### src/hw/rtl/ifp_pkg.sv
// Shared types, sizes and token codes for the infix to postfix converter.
package ifp_pkg;

  localparam int STACK_DEPTH = 16;
  localparam int VALUE_W     = 32;
  localparam int PTR_W       = $clog2(STACK_DEPTH);
  localparam int CNT_W       = $clog2(STACK_DEPTH + 1);
  localparam int ENTRY_W     = 3;
  localparam int KIND_W      = 3;
  localparam int OP_W        = 2;
  localparam int OKIND_W     = 2;
  localparam int ERR_W       = 2;
  localparam int IN_DATA_W   = ((VALUE_W + OP_W + 7) / 8) * 8;
  localparam int OUT_DATA_W  = ((VALUE_W + OP_W + ERR_W + 7) / 8) * 8;

  typedef logic [CNT_W-1:0]   cnt_t;
  typedef logic [PTR_W-1:0]   ptr_t;
  typedef logic [ENTRY_W-1:0] entry_t;

  localparam cnt_t DEPTH_CNT = STACK_DEPTH[CNT_W-1:0];

  // input token kinds
  localparam logic [KIND_W-1:0] TK_OPERAND  = 3'd0;
  localparam logic [KIND_W-1:0] TK_OPERATOR = 3'd1;
  localparam logic [KIND_W-1:0] TK_OPEN     = 3'd2;
  localparam logic [KIND_W-1:0] TK_CLOSE    = 3'd3;
  localparam logic [KIND_W-1:0] TK_END      = 3'd4;

  // result kinds
  localparam logic [OKIND_W-1:0] RK_OPERAND  = 2'd0;
  localparam logic [OKIND_W-1:0] RK_OPERATOR = 2'd1;
  localparam logic [OKIND_W-1:0] RK_END      = 2'd2;
  localparam logic [OKIND_W-1:0] RK_ERROR    = 2'd3;

  // error codes
  localparam logic [ERR_W-1:0] ERR_NONE     = 2'd0;
  localparam logic [ERR_W-1:0] ERR_CLOSE    = 2'd1;
  localparam logic [ERR_W-1:0] ERR_OVERFLOW = 2'd2;
  localparam logic [ERR_W-1:0] ERR_OPEN     = 2'd3;

  // stack entry marking an open parenthesis
  localparam entry_t ENTRY_OPEN = 3'd4;

  typedef struct packed {
    logic [OKIND_W-1:0] kind;
    logic [VALUE_W-1:0] value;
    logic [OP_W-1:0]    op;
    logic [ERR_W-1:0]   err;
  } res_t;

  typedef struct packed {
    logic valid;
    logic final_res;
    logic flush;
    res_t res;
  } ocmd_t;

  typedef struct packed {
    logic hold_v;
    logic out_free;
  } ostat_t;

  // times and divide bind tighter than plus and minus
  function automatic logic prec_hi(input logic [OP_W-1:0] op);
    prec_hi = op[1];
  endfunction

endpackage

### src/hw/rtl/ifp_ram.sv
// Generic single-port-write, single-port-read RAM with registered read data.
module ifp_ram #(
  parameter int WIDTH = 8,
  parameter int DEPTH = 16
) (
  input  logic                     clk,
  input  logic                     we,
  input  logic [$clog2(DEPTH)-1:0] waddr,
  input  logic [WIDTH-1:0]         wdata,
  input  logic                     re,
  input  logic [$clog2(DEPTH)-1:0] raddr,
  output logic [WIDTH-1:0]         rdata
);

  logic [WIDTH-1:0] mem [DEPTH];
  logic [WIDTH-1:0] rdata_r;

  always_ff @(posedge clk) begin
    if (we) begin
      mem[waddr] <= wdata;
    end
    if (re) begin
      rdata_r <= mem[raddr];
    end
  end

  assign rdata = rdata_r;

endmodule

### src/hw/rtl/ifp_out.sv
// Result hold stage and output register; the hold stage defers tlast until the run ends.
module ifp_out (
  input  logic                            clk,
  input  logic                            rst_n,
  input  ifp_pkg::ocmd_t                  cmd,
  output ifp_pkg::ostat_t                 stat,
  output logic                            out_tvalid,
  input  logic                            out_tready,
  output logic [ifp_pkg::OUT_DATA_W-1:0]  out_tdata,
  output logic [ifp_pkg::OKIND_W-1:0]     out_tuser,
  output logic                            out_tlast
);

  localparam int PAD_W = ifp_pkg::OUT_DATA_W - ifp_pkg::VALUE_W - ifp_pkg::OP_W
                         - ifp_pkg::ERR_W;

  logic           hold_v_r, hold_v_nxt;
  ifp_pkg::res_t  hold_r, hold_nxt;
  logic           out_v_r, out_v_nxt;
  ifp_pkg::res_t  out_res_r, out_res_nxt;
  logic           out_last_r, out_last_nxt;
  logic           out_free;

  assign out_free = !out_v_r || out_tready;

  always_comb begin
    hold_v_nxt   = hold_v_r;
    hold_nxt     = hold_r;
    out_v_nxt    = out_v_r && !out_tready;
    out_res_nxt  = out_res_r;
    out_last_nxt = out_last_r;
    if (cmd.flush) begin
      out_v_nxt    = 1'b1;
      out_res_nxt  = hold_r;
      out_last_nxt = 1'b1;
      hold_v_nxt   = 1'b0;
    end else if (cmd.valid && cmd.final_res) begin
      out_v_nxt    = 1'b1;
      out_res_nxt  = cmd.res;
      out_last_nxt = 1'b1;
    end else if (cmd.valid) begin
      if (hold_v_r) begin
        out_v_nxt    = 1'b1;
        out_res_nxt  = hold_r;
        out_last_nxt = 1'b0;
      end
      hold_v_nxt = 1'b1;
      hold_nxt   = cmd.res;
    end
  end

  always_ff @(posedge clk) begin
    if (!rst_n) begin
      hold_v_r <= 1'b0;
      out_v_r  <= 1'b0;
    end else begin
      hold_v_r <= hold_v_nxt;
      out_v_r  <= out_v_nxt;
    end
    hold_r     <= hold_nxt;
    out_res_r  <= out_res_nxt;
    out_last_r <= out_last_nxt;
  end

  assign stat.hold_v   = hold_v_r;
  assign stat.out_free = out_free;

  assign out_tvalid = out_v_r;
  assign out_tuser  = out_res_r.kind;
  assign out_tlast  = out_last_r;
  assign out_tdata  = {{PAD_W{1'b0}}, out_res_r.err, out_res_r.op, out_res_r.value};

endmodule

### src/hw/rtl/ifp_ctrl.sv
// Token sequencer: operator stack pointer, stack RAM reads, pops and pushes.
module ifp_ctrl (
  input  logic                            clk,
  input  logic                            rst_n,
  input  logic                            in_tvalid,
  output logic                            in_tready,
  input  logic [ifp_pkg::IN_DATA_W-1:0]   in_tdata,
  input  logic [ifp_pkg::KIND_W-1:0]      in_tuser,
  output logic                            ram_we,
  output ifp_pkg::ptr_t                   ram_waddr,
  output ifp_pkg::entry_t                 ram_wdata,
  output logic                            ram_re,
  output ifp_pkg::ptr_t                   ram_raddr,
  input  ifp_pkg::entry_t                 ram_rdata,
  output ifp_pkg::ocmd_t                  cmd,
  input  ifp_pkg::ostat_t                 stat
);

  localparam logic [1:0] S_IDLE = 2'd0;
  localparam logic [1:0] S_EVAL = 2'd1;
  localparam logic [1:0] S_STOP = 2'd2;
  localparam logic [1:0] S_FIN  = 2'd3;

  logic [1:0]                     state_r, state_nxt;
  ifp_pkg::cnt_t                  count_r, count_nxt;
  logic [ifp_pkg::KIND_W-1:0]     kind_r, kind_nxt;
  logic [ifp_pkg::OP_W-1:0]       op_r, op_nxt;
  logic [ifp_pkg::VALUE_W-1:0]    value_r, value_nxt;
  logic [ifp_pkg::ERR_W-1:0]      err_r, err_nxt;

  ifp_pkg::cnt_t                  cnt_dec;
  ifp_pkg::cnt_t                  cnt_dec2;
  logic                           top_open;
  logic                           pop_stop;
  logic                           term;
  logic                           can_emit;
  ifp_pkg::res_t                  term_res;
  logic                           term_push;

  assign cnt_dec   = count_r - ifp_pkg::cnt_t'(1);
  assign cnt_dec2  = count_r - ifp_pkg::cnt_t'(2);
  assign top_open  = ram_rdata == ifp_pkg::ENTRY_OPEN;
  assign pop_stop  = top_open ||
                     (!ifp_pkg::prec_hi(ram_rdata[ifp_pkg::OP_W-1:0]) &&
                      ifp_pkg::prec_hi(op_r));
  assign can_emit  = !stat.hold_v || stat.out_free;
  assign term      = (state_r == S_STOP) ||
                     (state_r == S_EVAL && kind_r == ifp_pkg::TK_OPERATOR && pop_stop);
  assign in_tready = state_r == S_IDLE;

  always_comb begin
    term_res  = '0;
    term_push = 1'b0;
    case (kind_r)
      ifp_pkg::TK_OPERAND: begin
        term_res.kind  = ifp_pkg::RK_OPERAND;
        term_res.value = value_r;
      end
      ifp_pkg::TK_OPERATOR: begin
        if (count_r >= ifp_pkg::DEPTH_CNT) begin
          term_res.kind = ifp_pkg::RK_ERROR;
          term_res.err  = ifp_pkg::ERR_OVERFLOW;
        end else begin
          term_push = 1'b1;
        end
      end
      ifp_pkg::TK_OPEN: begin
        term_res.kind = ifp_pkg::RK_ERROR;
        term_res.err  = ifp_pkg::ERR_OVERFLOW;
      end
      ifp_pkg::TK_CLOSE: begin
        term_res.kind = ifp_pkg::RK_ERROR;
        term_res.err  = ifp_pkg::ERR_CLOSE;
      end
      default: begin
        term_res.kind = ifp_pkg::RK_END;
        term_res.err  = err_r;
      end
    endcase
  end

  always_comb begin
    state_nxt = state_r;
    count_nxt = count_r;
    kind_nxt  = kind_r;
    op_nxt    = op_r;
    value_nxt = value_r;
    err_nxt   = err_r;
    ram_we    = 1'b0;
    ram_waddr = count_r[ifp_pkg::PTR_W-1:0];
    ram_wdata = {1'b0, op_r};
    ram_re    = 1'b0;
    ram_raddr = cnt_dec[ifp_pkg::PTR_W-1:0];
    cmd       = '0;

    if (term) begin
      if (term_push) begin
        ram_we    = 1'b1;
        count_nxt = count_r + ifp_pkg::cnt_t'(1);
        state_nxt = stat.hold_v ? S_FIN : S_IDLE;
      end else if (stat.out_free) begin
        cmd.valid     = 1'b1;
        cmd.final_res = !stat.hold_v;
        cmd.res       = term_res;
        state_nxt     = stat.hold_v ? S_FIN : S_IDLE;
      end
    end else begin
      case (state_r)
        S_IDLE: begin
          if (in_tvalid) begin
            kind_nxt  = in_tuser;
            value_nxt = in_tdata[ifp_pkg::VALUE_W-1:0];
            op_nxt    = in_tdata[ifp_pkg::VALUE_W +: ifp_pkg::OP_W];
            err_nxt   = ifp_pkg::ERR_NONE;
            case (in_tuser)
              ifp_pkg::TK_OPERAND: begin
                state_nxt = S_STOP;
              end
              ifp_pkg::TK_OPERATOR: begin
                if (count_r == '0) begin
                  ram_we    = 1'b1;
                  ram_wdata = {1'b0, in_tdata[ifp_pkg::VALUE_W +: ifp_pkg::OP_W]};
                  count_nxt = ifp_pkg::cnt_t'(1);
                end else begin
                  ram_re    = 1'b1;
                  state_nxt = S_EVAL;
                end
              end
              ifp_pkg::TK_OPEN: begin
                if (count_r >= ifp_pkg::DEPTH_CNT) begin
                  state_nxt = S_STOP;
                end else begin
                  ram_we    = 1'b1;
                  ram_wdata = ifp_pkg::ENTRY_OPEN;
                  count_nxt = count_r + ifp_pkg::cnt_t'(1);
                end
              end
              ifp_pkg::TK_CLOSE, ifp_pkg::TK_END: begin
                if (count_r == '0) begin
                  state_nxt = S_STOP;
                end else begin
                  ram_re    = 1'b1;
                  state_nxt = S_EVAL;
                end
              end
              default: begin
              end
            endcase
          end
        end
        S_EVAL: begin
          if (top_open || can_emit) begin
            count_nxt = cnt_dec;
            if (!top_open) begin
              cmd.valid    = 1'b1;
              cmd.res.kind = ifp_pkg::RK_OPERATOR;
              cmd.res.op   = ram_rdata[ifp_pkg::OP_W-1:0];
            end else if (kind_r == ifp_pkg::TK_END) begin
              err_nxt = ifp_pkg::ERR_OPEN;
            end
            if (kind_r == ifp_pkg::TK_CLOSE && top_open) begin
              state_nxt = S_FIN;
            end else if (cnt_dec == '0) begin
              state_nxt = S_STOP;
            end else begin
              ram_re    = 1'b1;
              ram_raddr = cnt_dec2[ifp_pkg::PTR_W-1:0];
            end
          end
        end
        S_FIN: begin
          if (!stat.hold_v) begin
            state_nxt = S_IDLE;
          end else if (stat.out_free) begin
            cmd.flush = 1'b1;
            state_nxt = S_IDLE;
          end
        end
        default: begin
          state_nxt = S_IDLE;
        end
      endcase
    end
  end

  always_ff @(posedge clk) begin
    if (!rst_n) begin
      state_r <= S_IDLE;
      count_r <= '0;
    end else begin
      state_r <= state_nxt;
      count_r <= count_nxt;
    end
    kind_r  <= kind_nxt;
    op_r    <= op_nxt;
    value_r <= value_nxt;
    err_r   <= err_nxt;
  end

endmodule

### src/hw/rtl/infix_to_postfix_converter.sv
// Top level of the shunting-yard infix to postfix converter.
//
// Input channel in_*: one infix token per transfer. in_tuser carries the token
// kind (operand, operator, open, close, end; other codes are dropped), in_tdata
// carries the operand value and operator code. Output channel out_*: postfix
// results; out_tuser is the result kind, out_tlast marks the final result that
// one input token causes. Tokens are taken one at a time.
// An open parenthesis that fits on the stack, or an operator onto an empty stack,
// is handled in the idle state; an operand passes through the stop state. Other
// tokens read the stack top from the registered stack RAM and pop what they must
// before they finish; results are held one deep so that tlast can be placed.
// A stall on out_tready holds the output register and the hold stage, and the
// sequencer waits; a new token is still taken while a finished result waits
// for its transfer. Reset empties the operator stack and drops any pending
// results; the stack RAM needs no clearing since the stack count guards it.
module infix_to_postfix_converter (
  input  logic                            clk,
  input  logic                            rst_n,
  input  logic                            in_tvalid,
  output logic                            in_tready,
  // [31:0] operand_value, [33:32] operator_code, rest zero
  input  logic [ifp_pkg::IN_DATA_W-1:0]   in_tdata,
  // [2:0] token_kind
  input  logic [ifp_pkg::KIND_W-1:0]      in_tuser,
  output logic                            out_tvalid,
  input  logic                            out_tready,
  // [31:0] out_value, [33:32] out_operator, [35:34] error_code, rest zero
  output logic [ifp_pkg::OUT_DATA_W-1:0]  out_tdata,
  // [1:0] out_kind
  output logic [ifp_pkg::OKIND_W-1:0]     out_tuser,
  output logic                            out_tlast
);

  logic             ram_we;
  ifp_pkg::ptr_t    ram_waddr;
  ifp_pkg::entry_t  ram_wdata;
  logic             ram_re;
  ifp_pkg::ptr_t    ram_raddr;
  ifp_pkg::entry_t  ram_rdata;
  ifp_pkg::ocmd_t   cmd;
  ifp_pkg::ostat_t  stat;

  ifp_ram #(
    .WIDTH (ifp_pkg::ENTRY_W),
    .DEPTH (ifp_pkg::STACK_DEPTH)
  ) u_stack (
    .clk   (clk),
    .we    (ram_we),
    .waddr (ram_waddr),
    .wdata (ram_wdata),
    .re    (ram_re),
    .raddr (ram_raddr),
    .rdata (ram_rdata)
  );

  ifp_ctrl u_ctrl (
    .clk       (clk),
    .rst_n     (rst_n),
    .in_tvalid (in_tvalid),
    .in_tready (in_tready),
    .in_tdata  (in_tdata),
    .in_tuser  (in_tuser),
    .ram_we    (ram_we),
    .ram_waddr (ram_waddr),
    .ram_wdata (ram_wdata),
    .ram_re    (ram_re),
    .ram_raddr (ram_raddr),
    .ram_rdata (ram_rdata),
    .cmd       (cmd),
    .stat      (stat)
  );

  ifp_out u_out (
    .clk        (clk),
    .rst_n      (rst_n),
    .cmd        (cmd),
    .stat       (stat),
    .out_tvalid (out_tvalid),
    .out_tready (out_tready),
    .out_tdata  (out_tdata),
    .out_tuser  (out_tuser),
    .out_tlast  (out_tlast)
  );

endmodule

### config.mk
export PLATFORM = sky130hd
export DESIGN_NAME = infix_to_postfix_converter
export DESIGN_NICKNAME = d
export VERILOG_FILES = /design/src/hw/rtl/ifp_pkg.sv /design/src/hw/rtl/ifp_ram.sv /design/src/hw/rtl/ifp_out.sv /design/src/hw/rtl/ifp_ctrl.sv /design/src/hw/rtl/infix_to_postfix_converter.sv
export SDC_FILE = /design/constraint.sdc
export NUM_CORES = 1
export LEC_CHECK = 0
export ABC_AREA = 1
export BUFFER_PORTS_ARGS = -buffer_cell sky130_fd_sc_hd__buf_2
export CELL_PAD_IN_SITES_DETAIL_PLACEMENT = 1
export CELL_PAD_IN_SITES_GLOBAL_PLACEMENT = 2
export CORE_ASPECT_RATIO = 1.4
export CORE_MARGIN = 4
export CORE_UTILIZATION = 40
export DETAILED_ROUTE_END_ITERATION = 7
export PLACE_DENSITY_LB_ADDON = 0.1
export SETUP_SLACK_MARGIN = 0.3
export SLEW_MARGIN = 30
export SYNTH_ARGS = -nofsm -noshare
export SYNTH_HDL_FRONTEND = slang
export SYNTH_HIERARCHICAL = 1
export SYNTH_SLANG_ARGS = --single-unit
### constraint.sdc
create_clock -name clk -period 9.3 [get_ports clk]
set_clock_uncertainty 0.05 [all_clocks]
set_input_delay 0.93 -clock clk [delete_from_list [all_inputs] [get_ports clk]]
set_output_delay 0.93 -clock clk [all_outputs]
set_load 0.01 [all_outputs]
==> flow_summary.json, run 1 <==
{
  "outcome": "finished, final reports clean",
  "cts_setup_buffers": 0,
  "yosys_warnings": 6,
  "synth_seq_cells": 175,
  "crit_type": "reg -> reg",
  "period_needed_ns": 3.51,
  "cts_buffer_depth": 2,
  "netlist_top_cells_area": "edfxtp_1, nand2_1, nand3_1",
  "worst_pin_slew_ns": 0.759,
  "crit-reg2reg-capture": "u_out/out_tdata[23]",
  "vias_per_cell": 4.96,
  "dr.pass1.iters": 4,
  "p_leak_nw": 3.81,
  "numPortBuffers": 81,
  "cts_made_buffers": 17,
  "r2r_start": "u_ctrl/kind_r[2]",
  "grt_max_degree": 42,
  "rsz0062_at_grt": "false",
  "fmax_ghz": 0.285,
  "crit_buf_inv": 4,
  "area_delta_synth_final_pct": 15.0,
  "syn_area_per_cell_um2": 10.1,
  "grt_pass1_wl_um": 30200,
  "start_util": 0.410,
  "antenna_found_initial": 0,
  "hold_violations": 0,
  "grt_overflow": 0,
  "synth.distinct_cells": 34,
  "drt.antenna.violating_nets": 0,
  "synthCells": 787,
  "rows": 60,
  "vias": 5565,
  "grt_pass1_vias": 5974,
  "fp.dieW_um": 127,
  "tns_ns": 0,
  "num_io_pins": 92,
  "r2r_cells": 15,
  "final_util": 0.472,
  "die-area_um2": 22200,
  "cp_max_fo": 39,
  "powerDensity_nw_per_um2": 353,
  "required_ns": 9.42,
  "relSlewSlack": 0.494,
  "min-delay-start": "u_out/out_tlast",
  "grt.total_usage": 0.173,
  "cap_viol_max_count": 0,
  "holdPathStages": 2,
  "synth.largest_area_cell": "edfxtp_1",
  "cts_tree": "done",
  "final_nets": 916,
  "post_cts_resized": 0,
  "cp-end-kind": "flop",
  "maxSlewViolCount": 0,
  "dp_hpwl_um": 13200,
  "clkLatencyLatePin_ns": 0.42,
  "yosys.area.top_type_share": 0.623,
  "cp_top_family": "simple AND/OR/NAND/NOR gates",
  "gp_congestion": 0.821,
  "core-area_um2": 19400,
  "ff2ff_setup_slack_ns": 5.79,
  "finalSetupViolCount": 0,
  "holdBufCountCts": 0,
  "cts_sinks": 175,
  "clk_pin_slew_worst_paths_ns": 0.07,
  "routedWlPerCell_um": 16.8,
  "drive_gt1_frac": 0.167,
  "hp-class": "reg -> reg",
  "cp.arrival_ns": 3.63,
  "min_to": "u_out/out_tlast",
  "cp_slowest_stage_delay_ns": 0.53,
  "drc": 0,
  "crit_chain": "inv_2 -> nand3_1 -> nor2_4 -> nand2_4 -> nand2_4 -> nand2_4 -> nor2_8 -> inv_2 -> nor2_1 -> nand2_2 -> inv_2 -> nand2_1 -> buf_4 -> nand2_1 -> nand2_1",
  "ir_drop_uv": 151,
  "fill_cells": 2221,
  "period_share": 0.377,
  "dp.cells": 1091,
  "stdcell_count": 1123,
  "cpMaxStageDelayCell": "inv_2",
  "synth.cell_area_um2": 7950,
  "cp-startpoint": "u_ctrl/kind_r[2]",
  "first_iter_violations": 303,
  "cp-start-kind": "flop",
  "synth-seq-area-share": 0.648,
  "clockRootBuffer": "clkbuf_16",
  "dieHeight_um": 175,
  "routed_wl_um": 18900,
  "htreeDepth": 4,
  "num_antenna_cells": 0
}
## worst reg2reg max path: cells and delay by family, from the launching register on
family,cells,cell delay [ns]
simple gates,11,1.64
buf+inv,4,1.11
flops,1,0.45
## logic make-up (layout without fill, tap and decap cells)
| family | Yosys count | count (layout) | share of synthesized area |
|---|---|---|---|
| simple gates | 456 | 456 | 0.244 |
| flops | 175 | 175 | 0.648 |
| buf+inv | 115 | 200 | 0.0721 |
| compound gates | 30 | 30 | 0.0209 |
| fa+ha+maj | 7 | 7 | 0.0110 |
| xor+xnor | 3 | 3 | 0.00331 |
| other cells | 1 | 4 | 0.000472 |
## power breakdown
group,internal (mW),total (mW),switching [mW]
Combinational,0.344,1.20,0.860
Sequential,1.19,1.28,0.0914
Clock,0.411,0.740,0.329
## stage by stage
step                hold slack (ns)  cell area (µm²)  setup slack, ns  total power, mW
detailed placement            0.440             8520             5.71             2.51
finish                        0.452             9140             5.79             3.22
CTS                           0.456             9140             5.73             3.26
global placement              0.423             8480             5.71             2.43
global route                  0.472             9140             5.41             3.45
floorplan                     0.436             7960             5.19             2.15
## how the worst max path moves through the flow
stage	to	slack, ns	cells after the start
2_1_floorplan	u_stack/mem[0][0]	5.19	4
3_5_place_dp	u_out/out_tdata[3]	5.71	13
4_1_cts	u_out/out_tdata[23]	5.73	15
5_1_grt	u_out/out_tdata[23]	5.41	15
3_3_place_gp	u_out/out_tdata[9]	5.71	8
6_report	u_out/out_tdata[23]	5.79	15
## synthesized netlist by cell type
cell type,number
nand4_1,3
nor2_4,3
nor3_1,4
nand3_1,101
nand3b_1,3
buf_2,5
buf_6,11
buf_4,13
edfxtp_1,165
a21oi_1,7
inv_1,72
clkbuf_2,1
nor2_8,1
ha_1,7
nand2_2,3
xnor2_1,1
dfxtp_1,10
a21boi_1,2
nand2_4,3
a211oi_1,2
o31ai_1,1
o211ai_1,1
nor2_2,1
nor2_1,92
a31oi_1,1
conb_1,1
inv_2,6
o21ai_0,16
inv_4,1
nor4_1,1
xor2_1,2
nand2_1,240
or2_2,1
clkbuf_1,6
## cells in the final DEF, fill, tap and decap left out, types with 2 or more instances in the layout
| cell | instances |
|---|---|
| o21ai_2 | 2 |
| nand3b_1 | 3 |
| clkbuf_16 | 17 |
| a21oi_1 | 7 |
| inv_6 | 3 |
| inv_1 | 72 |
| clkinv_4 | 3 |
| nand2_1 | 240 |
| xor2_1 | 2 |
| inv_8 | 4 |
| ha_1 | 7 |
| edfxtp_1 | 165 |
| dfxtp_1 | 10 |
| a211oi_1 | 2 |
| nor2_4 | 5 |
| nand2_2 | 3 |
| inv_2 | 6 |
| nor3_1 | 4 |
| nand3_1 | 100 |
| o21ai_0 | 13 |
| a21boi_1 | 2 |
| nor2_1 | 90 |
| nand4_1 | 3 |
| buf_2 | 81 |
| buf_4 | 7 |
| bufinv_16 | 2 |
| nand2_4 | 3 |
| conb_1 | 4 |
| clkinv_8 | 2 |
## registers in the layout, summed over array words and instances, names as in the netlist
register,flops
u_out/out_tvalid,1
u_out/out_tuser,2
u_ctrl/count_r,5
u_out/hold_r,38
u_out/out_tlast,1
u_stack/rdata,3
u_out/out_tdata,36
u_ctrl/err_r,1
u_ctrl/state_r,2
u_ctrl/op_r,2
u_stack/mem,48
u_ctrl/kind_r,3
u_ctrl/value_r,32
u_out/hold_v_r,1
## area by class of cell
class,count,area [µm²],share of cell area
Multi-Input combinational cell,500,2270,0.249
Sequential cell,175,5150,0.564
Inverter,79,299,0.0327
Clock inverter,15,195,0.0213
Tap cell,248,310,0.0339
Clock buffer,17,425,0.0465
Timing Repair Buffer,89,485,0.0531
## metal layers
metal | global-route usage | up-vias | routed length [µm]
met5 | 0 | - | 0
met4 | 0.0532 | 0 | 229
met3 | 0.0321 | 15 | 591
met2 | 0.328 | 97 | 10400
met1 | 0.194 | 2718 | 7650
li1 | - | 2735 | -
Power figures use the tool's default switching activity.
==> inputs of run 2 (changes only) <==
ABC_AREA = 0   (was 1)
CORE_UTILIZATION = 42   (was 40)
clock period = 3.7 ns   (was 9.3 ns; I/O delays follow)
==> run 2 against run 1 <==
Against the previous run:
- sequential share of layout area up 0.29 points
- maximum frequency increased by 7.8%
- die area down 7.9%
- largest cell class unchanged
- synthesized area fell by 3.8%
- hold slack got worse by 0.39 ns
- critical path depth shrank 5
- synthesized cell count is 38% lower
- clock power rose by 140%
- register-to-register slack worse by 5.3 ns
- power is 67% higher
==> flow_summary.json, run 2 <==
{
  "rsz0062_at_grt": "false",
  "tns_ns": 0,
  "num_antenna_cells": 0,
  "cts_made_buffers": 17,
  "most-common-layout-cells": "edfxtp_1, buf_2, and2_1, buf_4, nor2_1",
  "grt.total_usage": 0.166,
  "clkPwrFrac": 0.326,
  "grt_pass1_wl_um": 25500,
  "synth.largest_area_cell": "edfxtp_1",
  "synth.distinct_cells": 63,
  "first_iter_violations": 261,
  "synth_seq_cells": 175,
  "num_io_pins": 92,
  "core-area_um2": 17900,
  "vias": 4407,
  "cp_slowest_stage_delay_ns": 0.58,
  "dr.pass1.iters": 6,
  "wl_met3_um": 639,
  "cp-startpoint": "u_stack/rdata[1]",
  "vias_per_cell": 5.18,
  "async_flop_share": 0,
  "period_share": 0.880,
  "final_nets": 652,
  "outcome": "finished, final reports clean",
  "ys.flop_type": "edfxtp_1",
  "seq_power_share": 0.469,
  "powerDensity_nw_per_um2": 593,
  "drt.antenna.violating_nets": 0,
  "cp_top_family": "simple AND/OR/NAND/NOR gates",
  "p_total_mw": 5.39,
  "worst_pin_slew_ns": 0.653,
  "dp.cells": 808,
  "period_needed_ns": 3.26,
  "numPortBuffers": 81,
  "drc": 0,
  "p_int_mw": 3.86,
  "grt_overflow": 0,
  "p_switching_mw": 1.53,
  "design_area_um2": 9100,
  "synth.cell_area_um2": 7650,
  "netlist_top_cells_area": "edfxtp_1, mux2_4, mux2_2",
  "cp-end-kind": "flop",
  "required_ns": 3.82,
  "ir_drop_uv": 347,
  "routed_wl_um": 16500,
  "layout_commonest_cell": "edfxtp_1",
  "wl_met2_um": 9010,
  "dieHeight_um": 168,
  "placed_area_um2": 8410,
  "yosys.area.top_type_share": 0.648,
  "swShare": 0.283,
  "cts_tree": "done",
  "rows": 58,
  "synthCells": 490,
  "highest_layer": "met5",
  "die-area_um2": 20500,
  "min-delay-start": "in_tdata[22]",
  "stdcell_count": 851,
  "crit_buf_inv": 2,
  "p_leak_nw": 3.35,
  "multi_input_area_um2": 2310,
  "clkLatencyLatePin_ns": 0.43,
  "dp_worst_setup_slack_ns": 0.367,
  "synth_most_common_cell": "edfxtp_1",
  "fill_cells": 1784,
  "yosys_warnings": 6,
  "regArea_um2": 5150,
  "cp_max_fo": 11,
  "drive_gt1_frac": 0.339,
  "synth-seq-area-share": 0.674,
  "power_frac_comb": 0.205,
  "cp.arrival_ns": 3.38,
  "start_util": 0.427,
  "htreeDepth": 4,
  "syn_area_per_cell_um2": 15.6,
  "gp_congestion": 0.775,
  "crit_chain": "or3b_2 -> or2_2 -> nor4b_1 -> buf_4 -> nand2_1 -> xnor2_1 -> buf_6 -> mux4_1 -> a22oi_1 -> nand3_1",
  "relSlewSlack": 0.560,
  "largest_register": "u_stack/mem",
  "synth_enable_flop_cells": 165,
  "wl_met1_um": 6550,
  "cp-start-kind": "flop",
  "cts_sinks": 175,
  "finalSetupViolCount": 0,
  "largest_register_ffs": 48,
  "grt_pass1_vias": 4711,
  "area_delta_synth_final_pct": 18.9,
  "hp-class": "in -> reg",
  "cp.depth": 10,
  "routedWlPerCell_um": 19.4,
  "r2r_cells": 10,
  "cts_buffer_depth": 2,
  "dp_hpwl_um": 11600,
  "r2r_start": "u_stack/rdata[1]",
  "clk_pin_slew_worst_paths_ns": 0.07,
  "fmax_ghz": 0.307,
  "grt_max_degree": 39,
  "maxSlewViolCount": 0,
  "clockRootBuffer": "clkbuf_16",
  "antenna_found_initial": 1,
  "holdPathStages": 1,
  "cpMaxStageDelayCell": "mux4_1",
  "cap_viol_max_count": 0,
  "crit_type": "reg -> reg",
  "hold_violations": 0,
  "layout_setup_ws_ns": 0.442,
  "yosys-top-cells-count": "edfxtp_1, and2_1, nor2_1, mux2_4, mux2_2",
  "fp.dieW_um": 122
}
==> run 2: changes by cell type after synthesis, sizes merged, moves of 6 or more <==
cell / change
a22oi: +6
and2: +33
buf: -10
inv: -67
mux2: +39
mux4: +12
nand2: -229
nand2b: +14
nand3: -87
nor2: -71
==> run 2: cells by family after synthesis <==
logic type                 after synthesis  share of synthesized area
DFF                                    175                      0.674
and+or+nand+nor                        145                      0.108
AOI/OAI and AO/OA                       64                     0.0628
muxes                                   53                      0.109
buffers and inverters                   41                     0.0298
adders and majority gates                7                     0.0114
xor gates and xnor gates                 4                    0.00458
other                                    1                   0.000490
==> run 2: layout make-up <==
cell class | instances | share of cell area
Inverter | 13 | 0.00536
Clock inverter | 15 | 0.0182
Timing Repair Buffer | 114 | 0.0763
Clock buffer | 17 | 0.0468
Sequential cell | 175 | 0.567
Tap cell | 240 | 0.0330
Multi-Input combinational cell | 277 | 0.254
==> run 2: metal layers <==
layer  global-route usage  up-vias
li1                     -     2098
met3               0.0392       24
met2                0.296       79
met1                0.191     2204
met5                    0        -
met4               0.0638        2
==> run 2: final timing paths <==
kind | end | slack, ns
hold / removal | u_ctrl/value_r[22] | 0.06
hold reg to reg | u_out/out_tlast | 0.44
setup / recovery | u_stack/rdata[2] | 0.44
setup reg to reg | u_stack/rdata[2] | 0.44
==> run 2: through the flow <==
step / hold slack, ns / util
after global routing: 0.0260 / 0.507
after global placement: 0.432 / 0.469
final: 0.0600 / 0.507
after floorplan: 0.419 / -
after CTS: 0.0300 / 0.502
after detailed placement: 0.434 / 0.469
==> run 2: worst reg2reg max path: stages (launching register included) <==
cell	delay, ns
edfxtp_1	0.42
or3b_2	0.51
or2_2	0.35
nor4b_1	0.17
buf_4	0.16
nand2_1	0.09
xnor2_1	0.15
buf_6	0.19
mux4_1	0.58
a22oi_1	0.23
nand3_1	0.11
==> run 2: power by group through the flow <==
stage | registers [mW] | clock network, mW | logic (mW)
after floorplan | 2.56 | 0 | 0.716
after global placement | 2.57 | 0 | 1.05
after detailed placement | 2.58 | 0 | 1.07
after CTS | 2.53 | 1.81 | 1.07
after global routing | 2.55 | 1.90 | 1.21
final | 2.53 | 1.76 | 1.11
==> run 2: what timing repair did <==
| action | in CTS | in global routing |
|---|---|---|
| hold buffers | 0 | 0 |
| setup buffers | 0 | 11 |
| endpoints found under the hold margin | 0 | 0 |
| resized for setup | 0 | 2 |
| setup endpoints to repair | 0 | 3 |
==> inputs of run 3 (changes only) <==
CORE_UTILIZATION = 45   (was 42)
clock period = 3.85 ns   (was 3.7 ns; I/O delays follow)
==> run 3 against run 2 <==
Against the previous run:
- power fell by 3.4%
- core utilization rose by 2.9 points
- cell count fell by 5.9%
- via count barely moved
- sequential power fell by 4%
- register-to-register slack improved by 0.15 ns
- sequential cell count did not move
- sequential share of layout area rose by 0.68 points
- count of clock-buffer cells in the layout did not move
- worst setup slack improved by 0.15 ns
- critical path depth fell by 1
- critical path type unchanged
- critical endpoint unchanged
==> flow_summary.json, run 3 (same netlist as run 2, synthesis figures left out) <==
{
  "outcome": "finished, final reports clean",
  "largest_register_ffs": 48,
  "tns_ns": 0,
  "fill_cells": 1653,
  "r2r_cells": 9,
  "cap_viol_max_count": 0,
  "holdBufCountCts": 0,
  "fp.dieW_um": 118,
  "maxSlewViolCount": 0,
  "num_antenna_cells": 0,
  "period_needed_ns": 3.26,
  "start_util": 0.457,
  "grt_max_degree": 39,
  "holdPathStages": 1,
  "cts_sinks": 175,
  "regArea_um2": 5150,
  "cts_buffer_depth": 2,
  "relSlewSlack": 0.428,
  "ff2ff_setup_slack_ns": 0.59,
  "required_ns": 3.96,
  "clockRootBuffer": "clkbuf_16",
  "drive_gt1_frac": 0.326,
  "dr.pass1.iters": 4,
  "first_iter_violations": 271,
  "drc": 0,
  "rsz0062_at_grt": "false",
  "most-common-layout-cells": "edfxtp_1, buf_2, and2_1, nor2_1, mux2_4",
  "rows": 56,
  "placed_area_um2": 8340,
  "routed_wl_um": 16100,
  "multi_input_area_um2": 2330,
  "cp-end-kind": "flop",
  "core-area_um2": 16700,
  "grt_pass1_wl_um": 26200,
  "clk_pin_slew_worst_paths_ns": 0.07,
  "hold_violations": 0,
  "drt.antenna.violating_nets": 0,
  "grt.total_usage": 0.176,
  "dp_hpwl_um": 11100,
  "vias": 4406,
  "period_share": 0.846,
  "gp_congestion": 0.771,
  "design_area_um2": 8990,
  "vias_per_cell": 5.50,
  "cts_made_buffers": 17,
  "die-area_um2": 19200,
  "min-delay-start": "in_tdata[29]",
  "grt_overflow": 0,
  "powerDensity_nw_per_um2": 579,
  "cp-start-kind": "flop",
  "dieHeight_um": 162,
  "numPortBuffers": 81,
  "crit-reg2reg-capture": "u_stack/rdata[2]",
  "hp-class": "in -> reg",
  "worst_pin_slew_ns": 0.849,
  "final_nets": 639,
  "num_io_pins": 92,
  "finalSetupViolCount": 0,
  "antenna_found_initial": 0,
  "min_to": "u_ctrl/value_r[29]",
  "clkLatencyLatePin_ns": 0.43,
  "cts_setup_buffers": 0,
  "p_total_mw": 5.21,
  "final_util": 0.537,
  "crit_type": "reg -> reg",
  "htreeDepth": 4,
  "fmax_ghz": 0.307,
  "cts_tree": "done",
  "layout_commonest_cell": "edfxtp_1",
  "r2r_start": "u_stack/rdata[1]",
  "p_leak_nw": 3.32,
  "hold_slack_ns": 0.0800,
  "cp.arrival_ns": 3.37,
  "largest_register": "u_stack/mem",
  "cp_max_fo": 12,
  "area_delta_synth_final_pct": 17.5,
  "ir_drop_uv": 310,
  "grt_pass1_vias": 4739,
  "routedWlPerCell_um": 20.1
}
==> run 3: cell count changes in the layout (fill, tap and decap cells not counted), sizes merged <==
cell      previous run  this run
buf                114       101
inv                 20        18
clkinv               5         8
bufinv               0         2
clkinvlp             3         0
==> run 3: per-layer routing <==
layer | up-vias | wire [µm] | GRT usage
li1 | 2070 | - | -
met1 | 2226 | 6490 | 0.210
met2 | 94 | 8770 | 0.311
met3 | 16 | 591 | 0.0404
met4 | 0 | 239 | 0.0624
met5 | - | 0 | 0
==> run 3: final cells by class <==
type	instances	share of cell area
multi-input combinational	277	0.259
clock inverter	15	0.0217
clock buffer	17	0.0473
tap	203	0.0283
timing repair buffer	101	0.0646
inverter	13	0.00543
sequential	175	0.573
==> run 3: per-stage QoR <==
stage,worst slack [ns],cells
2_1_floorplan,0.643,493
3_3_place_gp,0.261,769
3_5_place_dp,0.253,769
4_1_cts,0.432,801
5_1_grt,0.378,801
6_report,0.592,801
==> run 3: worst max-delay path by stage <==
stage / from / to / slack, ns
floorplan: u_ctrl/kind_r[1] / u_out/out_tdata[0] / 0.64
global placement: out_tready / u_stack/rdata[2] / 0.26
detailed placement: out_tready / u_stack/rdata[2] / 0.25
CTS: u_ctrl/kind_r[1] / u_stack/rdata[2] / 0.43
global route: u_ctrl/count_r[1] / u_stack/rdata[2] / 0.38
finish: u_stack/rdata[1] / u_stack/rdata[2] / 0.59
==> run 3: power by group <==
| part | internal [mW] | leakage (nW) | total [mW] | switching, mW |
|---|---|---|---|---|
| sequential | 2.36 | 1.61 | 2.42 | 0.0596 |
| combinational | 0.429 | 1.41 | 1.02 | 0.588 |
| clock | 0.991 | 0.305 | 1.77 | 0.778 |
==> run 3: timing repair <==
item,CTS,global route
endpoints found under the setup margin,2,2
resized for setup,1,2
pin swaps,0,0
==> run 3: critical path: stages, from the launching register on <==
cell and delay (ns):
edfxtp_1 0.43, or3b_2 0.51, or2_2 0.35, nor4b_4 0.16, nand2_1 0.12, xnor2_1 0.12, buf_4 0.26, mux4_1 0.60
a22oi_1 0.26, nand3_1 0.13
